File: config.mk
export PLATFORM = sky130hd
export DESIGN_NAME = heater_pulse_energy_controller
export DESIGN_NICKNAME = d
export VERILOG_FILES = /design/src/hdl/hpec_pkg.sv /design/src/hdl/hpec_cfg_regs.sv /design/src/hdl/hpec_energy_unit.sv /design/src/hdl/hpec_ctrl.sv /design/src/hdl/heater_pulse_energy_controller.sv
export VERILOG_INCLUDE_DIRS = /design/src /design/src/hdl
export SDC_FILE = /design/constraint.sdc
export NUM_CORES = 1
export LEC_CHECK = 0
export ABC_CLOCK_PERIOD_IN_PS = 11800
export BUFFER_PORTS_ARGS = -buffer_cell sky130_fd_sc_hd__buf_2
export CORE_ASPECT_RATIO = 0.75
export CORE_MARGIN = 5
export CORE_UTILIZATION = 65
export CTS_CLUSTER_SIZE = 25
export DETAILED_ROUTE_END_ITERATION = 6
export GPL_ROUTABILITY_DRIVEN = 1
export PLACE_DENSITY = 0.83
export SYNTH_ARGS = -nofsm -noshare
export SYNTH_HDL_FRONTEND = slang
export SYNTH_SLANG_ARGS = --single-unit
export TNS_END_PERCENT = 30
File: constraint.sdc
create_clock -name aclk -period 11.8 [get_ports aclk]
set_input_delay 0.59 -clock aclk [delete_from_list [all_inputs] [get_ports aclk]]
set_output_delay 0.59 -clock aclk [all_outputs]
set_load 0.005 [all_outputs]
File: src/hdl/heater_pulse_energy_controller_defines.svh
// Assertion macros of the heater pulse energy controller, used by hpec_ctrl.
`ifndef HEATER_PULSE_ENERGY_CONTROLLER_DEFINES_SVH
`define HEATER_PULSE_ENERGY_CONTROLLER_DEFINES_SVH

// The expression holds at every clock edge out of reset.
`define HPEC_ASSERT_ALWAYS(label, clk, rst_n, expr) \
    label: assert property (@(posedge clk) disable iff (!rst_n) (expr)) \
        else $error("heater controller check failed");

// The consequent holds in the same cycle as the antecedent.
`define HPEC_ASSERT_IMPL(label, clk, rst_n, ante, cons) \
    label: assert property (@(posedge clk) disable iff (!rst_n) (ante) |-> (cons)) \
        else $error("heater controller check failed");

// The consequent holds in the cycle after the antecedent.
`define HPEC_ASSERT_NEXT(label, clk, rst_n, ante, cons) \
    label: assert property (@(posedge clk) disable iff (!rst_n) (ante) |=> (cons)) \
        else $error("heater controller check failed");

`endif

File: src/hdl/hpec_pkg.sv
// Types, codes and constants of the heater pulse energy controller.
`timescale 1ns / 1ps
package hpec_pkg;

    localparam int IDX_W    = 3;
    localparam int CFG_W    = 16;
    localparam int NUM_W    = 44;
    localparam int DEN_W    = 30;
    localparam int QUOT_W   = 7;
    localparam int SAT_BITS = 7;

    localparam logic [IDX_W-1:0] REG_AUTO_ENABLE = 3'd0;
    localparam logic [IDX_W-1:0] REG_TARGET_TEMP = 3'd1;
    localparam logic [IDX_W-1:0] REG_HEATER_WATTS = 3'd2;
    localparam logic [IDX_W-1:0] REG_WATER_MASS = 3'd3;
    localparam logic [IDX_W-1:0] REG_HEAT_CAP = 3'd4;

    localparam logic [2:0] EV_NONE       = 3'd0;
    localparam logic [2:0] EV_PULSE      = 3'd1;
    localparam logic [2:0] EV_SETTLE     = 3'd2;
    localparam logic [2:0] EV_WAIT_END   = 3'd3;
    localparam logic [2:0] EV_IDLE_WAIT  = 3'd4;

    localparam logic [31:0] SETTLE_MS    = 32'd30000;
    localparam logic [31:0] IDLE_WAIT_MS = 32'd10000;
    localparam logic [31:0] MS_PER_S     = 32'd1000;
    localparam logic [4:0]  MAX_PULSE_S  = 5'd20;
    localparam logic [13:0] DEN_SCALE    = 14'd16000;

    localparam logic              RST_AUTO_ENABLE = 1'b0;
    localparam logic signed [11:0] RST_TARGET_TEMP = 12'sd320;
    localparam logic [15:0]       RST_HEATER_WATTS = 16'd880;
    localparam logic [15:0]       RST_WATER_MASS  = 16'd1500;
    localparam logic [15:0]       RST_HEAT_CAP    = 16'd4184;

    typedef struct packed {
        logic               auto_enable;
        logic signed [11:0] target_temp;
        logic [15:0]        heater_watts;
        logic [15:0]        water_mass_grams;
        logic [15:0]        heat_capacity_milli;
    } cfg_t;

    typedef struct packed {
        logic [31:0]        now_ms;
        logic signed [11:0] measured_temp;
    } in_t;

    typedef struct packed {
        logic       heater_on;
        logic [2:0] event_res;
        logic [4:0] pulse_seconds;
    } out_t;

    typedef struct packed {
        logic       done;
        logic [4:0] len;
    } eu_status_t;

    typedef enum logic [2:0] {
        EU_IDLE,
        EU_MUL1,
        EU_MUL2,
        EU_DIV,
        EU_DONE
    } eu_phase_t;

    typedef enum logic [1:0] {
        ST_IDLE,
        ST_CHECK,
        ST_CALC,
        ST_EMIT
    } ctrl_state_t;

endpackage

File: src/hdl/hpec_cfg_regs.sv
// Configuration register file of the heater pulse energy controller.
`timescale 1ns / 1ps
module hpec_cfg_regs import hpec_pkg::*; (
    input  logic             aclk,
    input  logic             aresetn,
    input  logic             cfg_we,
    input  logic [IDX_W-1:0] cfg_index,
    input  logic [CFG_W-1:0] cfg_wdata,
    output cfg_t             cfg
);

    cfg_t cfg_reg;
    cfg_t cfg_next;

    always_comb begin
        cfg_next = cfg_reg;
        if (cfg_we) begin
            unique case (cfg_index)
                REG_AUTO_ENABLE: cfg_next.auto_enable = cfg_wdata[0];
                REG_TARGET_TEMP: cfg_next.target_temp = $signed(cfg_wdata[11:0]);
                REG_HEATER_WATTS: cfg_next.heater_watts = cfg_wdata;
                REG_WATER_MASS: cfg_next.water_mass_grams = cfg_wdata;
                REG_HEAT_CAP: cfg_next.heat_capacity_milli = cfg_wdata;
                default: cfg_next = cfg_reg;
            endcase
        end
    end

    always_ff @(posedge aclk) begin
        if (!aresetn) begin
            cfg_reg.auto_enable         <= RST_AUTO_ENABLE;
            cfg_reg.target_temp         <= RST_TARGET_TEMP;
            cfg_reg.heater_watts        <= RST_HEATER_WATTS;
            cfg_reg.water_mass_grams    <= RST_WATER_MASS;
            cfg_reg.heat_capacity_milli <= RST_HEAT_CAP;
        end else begin
            cfg_reg <= cfg_next;
        end
    end

    assign cfg = cfg_reg;

endmodule

File: src/hdl/hpec_energy_unit.sv
// Bit-serial multiplier and restoring divider that give the pulse length in seconds.
`timescale 1ns / 1ps
module hpec_energy_unit import hpec_pkg::*; (
    input  logic               aclk,
    input  logic               aresetn,
    input  logic               start,
    input  cfg_t               cfg,
    input  logic signed [11:0] measured_temp,
    output eu_status_t         status
);

    eu_phase_t          phase_reg, phase_next;
    logic [3:0]         cnt_reg, cnt_next;
    logic [NUM_W-1:0]   acc_reg, acc_next;
    logic [NUM_W-1:0]   mcand_reg, mcand_next;
    logic [15:0]        mplr_reg, mplr_next;
    logic [11:0]        diff_reg, diff_next;
    logic [QUOT_W-1:0]  quot_reg, quot_next;
    logic [4:0]         len_reg, len_next;

    logic signed [12:0] diff_full;
    logic [DEN_W-1:0]   den;
    logic [NUM_W-1:0]   acc_sum;
    logic               rem_ge;
    logic [QUOT_W-1:0]  quot_new;

    assign diff_full = 13'(cfg.target_temp) - 13'(measured_temp);
    assign den       = DEN_W'(cfg.heater_watts) * DEN_W'(DEN_SCALE);
    assign acc_sum   = mplr_reg[0] ? (acc_reg + mcand_reg) : acc_reg;
    assign rem_ge    = acc_reg >= mcand_reg;
    assign quot_new  = {quot_reg[QUOT_W-2:0], rem_ge};

    always_comb begin
        phase_next = phase_reg;
        cnt_next   = cnt_reg;
        acc_next   = acc_reg;
        mcand_next = mcand_reg;
        mplr_next  = mplr_reg;
        diff_next  = diff_reg;
        quot_next  = quot_reg;
        len_next   = len_reg;
        unique case (phase_reg)
            EU_IDLE: begin
                if (start) begin
                    diff_next  = diff_full[11:0];
                    acc_next   = '0;
                    mcand_next = NUM_W'(cfg.water_mass_grams);
                    mplr_next  = cfg.heat_capacity_milli;
                    cnt_next   = 4'd15;
                    if (diff_full[12] || diff_full == '0) begin
                        len_next   = '0;
                        phase_next = EU_DONE;
                    end else begin
                        phase_next = EU_MUL1;
                    end
                end
            end
            EU_MUL1: begin
                acc_next   = acc_sum;
                mcand_next = {mcand_reg[NUM_W-2:0], 1'b0};
                mplr_next  = {1'b0, mplr_reg[15:1]};
                cnt_next   = cnt_reg - 4'd1;
                if (cnt_reg == '0) begin
                    acc_next   = '0;
                    mcand_next = NUM_W'(acc_sum[31:0]);
                    mplr_next  = {4'd0, diff_reg};
                    cnt_next   = 4'd11;
                    phase_next = EU_MUL2;
                end
            end
            EU_MUL2: begin
                acc_next   = acc_sum;
                mcand_next = {mcand_reg[NUM_W-2:0], 1'b0};
                mplr_next  = {1'b0, mplr_reg[15:1]};
                cnt_next   = cnt_reg - 4'd1;
                if (cnt_reg == '0) begin
                    mcand_next = {8'd0, den, 6'd0};
                    quot_next  = '0;
                    cnt_next   = 4'(QUOT_W - 1);
                    if (acc_sum == '0) begin
                        len_next   = '0;
                        phase_next = EU_DONE;
                    end else if (acc_sum[NUM_W-1:SAT_BITS] >=
                                 (NUM_W-SAT_BITS)'(den)) begin
                        len_next   = MAX_PULSE_S;
                        phase_next = EU_DONE;
                    end else begin
                        phase_next = EU_DIV;
                    end
                end
            end
            EU_DIV: begin
                if (rem_ge) begin
                    acc_next = acc_reg - mcand_reg;
                end
                quot_next  = quot_new;
                mcand_next = {1'b0, mcand_reg[NUM_W-1:1]};
                cnt_next   = cnt_reg - 4'd1;
                if (cnt_reg == '0) begin
                    len_next   = (quot_new > QUOT_W'(MAX_PULSE_S)) ? MAX_PULSE_S
                                                                  : quot_new[4:0];
                    phase_next = EU_DONE;
                end
            end
            EU_DONE: begin
                phase_next = EU_IDLE;
            end
            default: begin
                phase_next = EU_IDLE;
            end
        endcase
    end

    always_ff @(posedge aclk) begin
        if (!aresetn) begin
            phase_reg <= EU_IDLE;
        end else begin
            phase_reg <= phase_next;
        end
    end

    always_ff @(posedge aclk) begin
        cnt_reg   <= cnt_next;
        acc_reg   <= acc_next;
        mcand_reg <= mcand_next;
        mplr_reg  <= mplr_next;
        diff_reg  <= diff_next;
        quot_reg  <= quot_next;
        len_reg   <= len_next;
    end

    assign status.done = (phase_reg == EU_DONE);
    assign status.len  = len_reg;

endmodule

File: src/hdl/hpec_ctrl.sv
// Tick sequencer, deadline state and result register of the heater controller.
`timescale 1ns / 1ps
`include "heater_pulse_energy_controller_defines.svh"
module hpec_ctrl import hpec_pkg::*; (
    input  logic               aclk,
    input  logic               aresetn,
    input  cfg_t               cfg,
    input  logic               s_valid,
    output logic               s_ready,
    input  in_t                s_data,
    output logic               m_valid,
    input  logic               m_ready,
    output out_t               m_data,
    output logic               eu_start,
    output logic signed [11:0] eu_temp,
    input  eu_status_t         eu_status
);

    ctrl_state_t state_reg, state_next;
    in_t         in_reg, in_next;
    logic        heater_reg, heater_next;
    logic [31:0] pd_reg, pd_next;
    logic [31:0] wd_reg, wd_next;
    out_t        res_reg, res_next;
    out_t        out_reg, out_next;
    logic        out_valid_reg, out_valid_next;

    logic        heater_tmp;
    logic        slot_free;
    logic        load;
    logic [31:0] pulse_ms;

    assign slot_free = !out_valid_reg || m_ready;
    assign load      = (state_reg == ST_EMIT) && slot_free;
    assign pulse_ms  = 32'(eu_status.len) * MS_PER_S;
    assign eu_temp   = in_reg.measured_temp;

    always_comb begin
        state_next     = state_reg;
        in_next        = in_reg;
        heater_next    = heater_reg;
        pd_next        = pd_reg;
        wd_next        = wd_reg;
        res_next       = res_reg;
        out_next       = out_reg;
        out_valid_next = out_valid_reg;
        s_ready        = 1'b0;
        eu_start       = 1'b0;
        heater_tmp     = heater_reg;

        if (out_valid_reg && m_ready) begin
            out_valid_next = 1'b0;
        end

        unique case (state_reg)
            ST_IDLE: begin
                s_ready = 1'b1;
                if (s_valid) begin
                    in_next    = s_data;
                    state_next = ST_CHECK;
                end
            end
            ST_CHECK: begin
                res_next.event_res     = EV_NONE;
                res_next.pulse_seconds = '0;
                res_next.heater_on     = heater_reg;
                state_next             = ST_EMIT;
                if (!cfg.auto_enable) begin
                    pd_next = '0;
                    wd_next = '0;
                end else begin
                    if (in_reg.measured_temp > cfg.target_temp) begin
                        heater_tmp = 1'b0;
                    end
                    if (pd_reg != '0) begin
                        if (in_reg.now_ms > pd_reg) begin
                            heater_tmp         = 1'b0;
                            pd_next            = '0;
                            wd_next            = in_reg.now_ms + SETTLE_MS;
                            res_next.event_res = EV_SETTLE;
                        end
                    end else if (wd_reg != '0) begin
                        if (in_reg.now_ms > wd_reg) begin
                            wd_next            = '0;
                            res_next.event_res = EV_WAIT_END;
                        end
                    end else begin
                        eu_start   = 1'b1;
                        state_next = ST_CALC;
                    end
                    heater_next        = heater_tmp;
                    res_next.heater_on = heater_tmp;
                end
            end
            ST_CALC: begin
                if (eu_status.done) begin
                    if (eu_status.len != '0) begin
                        pd_next                = in_reg.now_ms + pulse_ms;
                        heater_next            = 1'b1;
                        res_next.heater_on     = 1'b1;
                        res_next.event_res     = EV_PULSE;
                        res_next.pulse_seconds = eu_status.len;
                    end else begin
                        wd_next            = in_reg.now_ms + IDLE_WAIT_MS;
                        res_next.event_res = EV_IDLE_WAIT;
                    end
                    state_next = ST_EMIT;
                end
            end
            ST_EMIT: begin
                if (slot_free) begin
                    out_next       = res_reg;
                    out_valid_next = 1'b1;
                    state_next     = ST_IDLE;
                end
            end
            default: begin
                state_next = ST_IDLE;
            end
        endcase
    end

    always_ff @(posedge aclk) begin
        if (!aresetn) begin
            state_reg     <= ST_IDLE;
            heater_reg    <= 1'b0;
            pd_reg        <= '0;
            wd_reg        <= '0;
            out_valid_reg <= 1'b0;
        end else begin
            state_reg     <= state_next;
            heater_reg    <= heater_next;
            pd_reg        <= pd_next;
            wd_reg        <= wd_next;
            out_valid_reg <= out_valid_next;
        end
    end

    always_ff @(posedge aclk) begin
        in_reg  <= in_next;
        res_reg <= res_next;
        out_reg <= out_next;
    end

    assign m_valid = out_valid_reg;
    assign m_data  = out_reg;

    // A pulse and a wait are never armed together.
    `HPEC_ASSERT_ALWAYS(a_one_deadline, aclk, aresetn, !(pd_reg != '0 && wd_reg != '0))
    `HPEC_ASSERT_IMPL(a_pulse_result, aclk, aresetn, load && res_reg.event_res == EV_PULSE, res_reg.heater_on && res_reg.pulse_seconds != '0 && res_reg.pulse_seconds <= MAX_PULSE_S)
    `HPEC_ASSERT_IMPL(a_secs_only_pulse, aclk, aresetn, load && res_reg.event_res != EV_PULSE, res_reg.pulse_seconds == '0)
    `HPEC_ASSERT_NEXT(a_manual_clears, aclk, aresetn, state_reg == ST_CHECK && !cfg.auto_enable, pd_reg == '0 && wd_reg == '0)
    `HPEC_ASSERT_IMPL(a_len_capped, aclk, aresetn, eu_status.done, eu_status.len <= MAX_PULSE_S)

endmodule

File: src/hdl/heater_pulse_energy_controller.sv
// Heater pulse energy controller: the tick-driven timed heater pulse regulator.
//
// Use: each transaction on the s_ channel is one tick that carries the current
// time in milliseconds and a measured temperature. Every tick gives exactly one
// transaction on the m_ channel with the heater level, an event code and the
// pulse length in seconds when a pulse has just started.
// The configuration port writes one register per cycle at cfg_index when cfg_we
// is high; the user must write it only while no tick is in progress, and the
// block itself does not enforce this. A tick that needs no energy calculation
// goes from the input register through the check state to the result register;
// one that computes a pulse uses the bit-serial multiplier and, unless it ends
// early, the seven step restoring divider. One tick is processed at a time, so
// no new tick is accepted until the last one has been passed on for output.
// A finished result waits in the output register while the next tick is taken
// and computed; if the receiver still stalls, the block holds the new result and
// accepts nothing further until the output register is free.
// Reset, synchronous and active low on aresetn, turns the heater off, disarms
// both deadlines, loads the register defaults and empties the output register.
`timescale 1ns / 1ps
module heater_pulse_energy_controller import hpec_pkg::*; (
    input  logic             aclk,
    input  logic             aresetn,
    input  logic             s_valid,
    output logic             s_ready,
    input  in_t              s_data,
    output logic             m_valid,
    input  logic             m_ready,
    output out_t             m_data,
    input  logic             cfg_we,
    input  logic [IDX_W-1:0] cfg_index,
    input  logic [CFG_W-1:0] cfg_wdata
);

    cfg_t               cfg;
    logic               eu_start;
    logic signed [11:0] eu_temp;
    eu_status_t         eu_status;
    in_t                unused_in;

    assign unused_in = s_data;

    hpec_cfg_regs u_cfg_regs (
        .aclk      (aclk),
        .aresetn   (aresetn),
        .cfg_we    (cfg_we),
        .cfg_index (cfg_index),
        .cfg_wdata (cfg_wdata),
        .cfg       (cfg)
    );

    hpec_ctrl u_ctrl (
        .aclk      (aclk),
        .aresetn   (aresetn),
        .cfg       (cfg),
        .s_valid   (s_valid),
        .s_ready   (s_ready),
        .s_data    (unused_in),
        .m_valid   (m_valid),
        .m_ready   (m_ready),
        .m_data    (m_data),
        .eu_start  (eu_start),
        .eu_temp   (eu_temp),
        .eu_status (eu_status)
    );

    hpec_energy_unit u_energy_unit (
        .aclk          (aclk),
        .aresetn       (aresetn),
        .start         (eu_start),
        .cfg           (cfg),
        .measured_temp (eu_temp),
        .status        (eu_status)
    );

endmodule

==> flow_summary.toml <==
[cells_and_area]
final_cell_mix = "inv_1 (314), nand2_1 (313), ha_1 (281)"
nNetsFinal = 3439
fin_area_sq_um = 28410
largest_reg_flops = 61
area_delta_synth_final_pct = 7.366
drive_gt1_frac = 0.06918
layout_commonest_cell = "inv_1"

[logic_synthesis]
async_flop_share = 0
ys_types = 100
yosysSeqAreaShare = 0.3188
synth-seq-cells = 325
synthFlopType = "edfxtp_1"
syn_nets = 3454
synth_edf_count = 193
synth.avg_cell_area_sq_um = 8.714
synth_warnings = 0
syn_inst = 3037
synthesis.area_sq_um = 26470

[worst_setup_path]
crit_arrival_ns = 7.73
rr_worst_depth = 25
cpPeakStageDelay_ns = 0.55
crit_top_cell = "fa_1"
r2r_start = "u_cfg_regs.cfg[32]"
end_kind = "flip-flop"
required_ns = 12.06
start_kind = "flip-flop"
path_class = "reg2reg"
cp_top_family = "compound AO/OA/AOI/OAI gates"
crit_fanout = 7
worst-path-buf-inv = 2
crit_slowest_cell = "a2111oi_0"
r2r-end = "u_energy_unit.len_reg[4]"
r2r_slack_ns = 4.33

[clocking]
cts_buffers = 36
post_cts_buffers = 0
cts_resized = 0
hold_buffers = 0
clock_path_buffers = 3
h-tree-depth = 2
insertion_delay_ns = 0.55
path_clk_slew_ns = 0.06
cts-root-buf = "clkbuf_16"
clock-sinks = 325
cts_tree = "done"

[route]
ant_nets = 0
totalWireLength_mm = 76.46
post_drt_wl_per_cell_um = 21.36
met2_wirelength_mm = 31.80
via_per_inst = 6.559
dr.pass1.iters = 6
drcViolationCount = 0
drtIter0Drc = 2870
vias = 23473
routed-wl-met3_mm = 9.320
top_layer = "met5"
wl_met1_mm = 33.84

[min_path]
holdCritStartpoint = "s_data[3]"
min_to = "u_ctrl.eu_temp[3]"
hold_path_depth = 1
hold_class = "in2reg"

[floorplanning]
die-area_sq_um = 44890
dieWidth_um = 243.0
coreArea_sq_um = 40520
pin_count = 79
die_y_um = 184.8
std_cell_rows = 64
start_util = 0.6532

[global_route]
track_usage = 0.3316
grt_overflow = 0
grt_pass1_wl_mm = 121.2
grt_max_degree = 103
antenna_found_initial = 1
grt_pass1_vias = 22619

[sta]
period_needed_ns = 7.465
clock_skew_ns = 0.01827
relSlewSlack = 0.1268
setup_viol = 0
slew_viol_final = 0
fin_tns_setup_ns = 0
worst_slack_ns = 4.335
max_clock_freq_mhz = 134.0
min_period_over_period = 0.6327
tightest_slew_ns = 1.304
hold_ws_ns = 0.2147
hold_viol_final = 0
rsz0062_at_grt = "no"

[placement]
hpwl_mm = 57.01
place_ws_ns = 4.487
dpl_cell_area_sq_um = 27130
port_buffers = 78
place_congestion = 0.9964

[pwr]
ir_worst_vdd_uv = 167.0
p_leak_nw = 11.85
p_per_area_nw_per_um2 = 141.9
p_total_w = 0.004031

[flow_run]
maxCapViolCount = 0

[status]
status = "finished clean"
-- how the worst max path moves through the flow --
stage,start,endpoint,slack (ns),cells past startpoint
CTS,u_cfg_regs.cfg[32],u_energy_unit.len_reg[0],4.42,25
detailed placement,u_cfg_regs.cfg[32],u_energy_unit.len_reg[0],4.49,25
floorplan,u_cfg_regs.cfg[32],u_energy_unit.len_reg[0],5.20,25
global placement,u_cfg_regs.cfg[32],u_energy_unit.len_reg[0],4.75,26
finish,u_cfg_regs.cfg[32],u_energy_unit.len_reg[4],4.33,25
global route,u_cfg_regs.cfg[32],u_energy_unit.len_reg[0],3.89,25
-- cells by family (layout without fill, tap and decap cells) --
family                     after synthesis  after routing  synth area share
AOI/OAI and AO/OA                      821            821            0.2086
muxes                                   25             25           0.01021
and+or+nand+nor                        908            908            0.1642
adders and majority gates              349            349            0.1843
buffers and inverters                  468            481           0.06718
xor gates and xnor gates               141            141           0.04666
DFF                                    325            325            0.3188
other                                    0              1                 0
-- synthesized netlist by cell type (all sizes together) (52+ instances only) --
master / instances / area share
nor3: 52 / 0.010
nor2: 186 / 0.026
nand2: 314 / 0.045
clkbuf: 128 / 0.018
edfxtp: 193 / 0.22
a21boi: 69 / 0.020
o21ai: 194 / 0.037
ha: 281 / 0.13
xnor2: 97 / 0.032
dfxtp: 132 / 0.10
a21o: 75 / 0.021
inv: 315 / 0.045
a21oi: 155 / 0.029
nand3: 108 / 0.021
fa: 68 / 0.051
-- metrics by stage --
stage | util | std cells
2_1_floorplan | - | 3037
3_3_place_gp | 0.6696 | 3512
3_5_place_dp | 0.6696 | 3512
4_1_cts | 0.7012 | 3578
5_1_grt | 0.7012 | 3578
6_report | 0.7013 | 3579
-- layout make-up --
cell class	instances	area, sq um
inverter	317	1190
antenna	1	2.502
sequential	325	8438
timing repair buffer	98	543.0
fill	3122	12100
clock buffer	45	997.2
tap	528	660.6
multi-input combinational	2244	16300
clock inverter	21	282.8
-- where the power goes --
group / total (W) / internal, W / leakage, nW / switching, W
registers: 0.00143 / 0.00132 / 2.71 / 0.000107
clock network: 0.00123 / 0.000737 / 0.620 / 0.000497
logic: 0.00136 / 0.000518 / 8.51 / 0.000847
total: 0.00403 / 0.00258 / 11.8 / 0.00145
-- metal layers --
layer,up-vias,GRT usage
met5,-,0
met4,4,0.07146
met3,143,0.07350
met2,1322,0.4866
met1,11215,0.5052
li1,10789,-
Note: power is estimated with default switching activity, not from simulation.
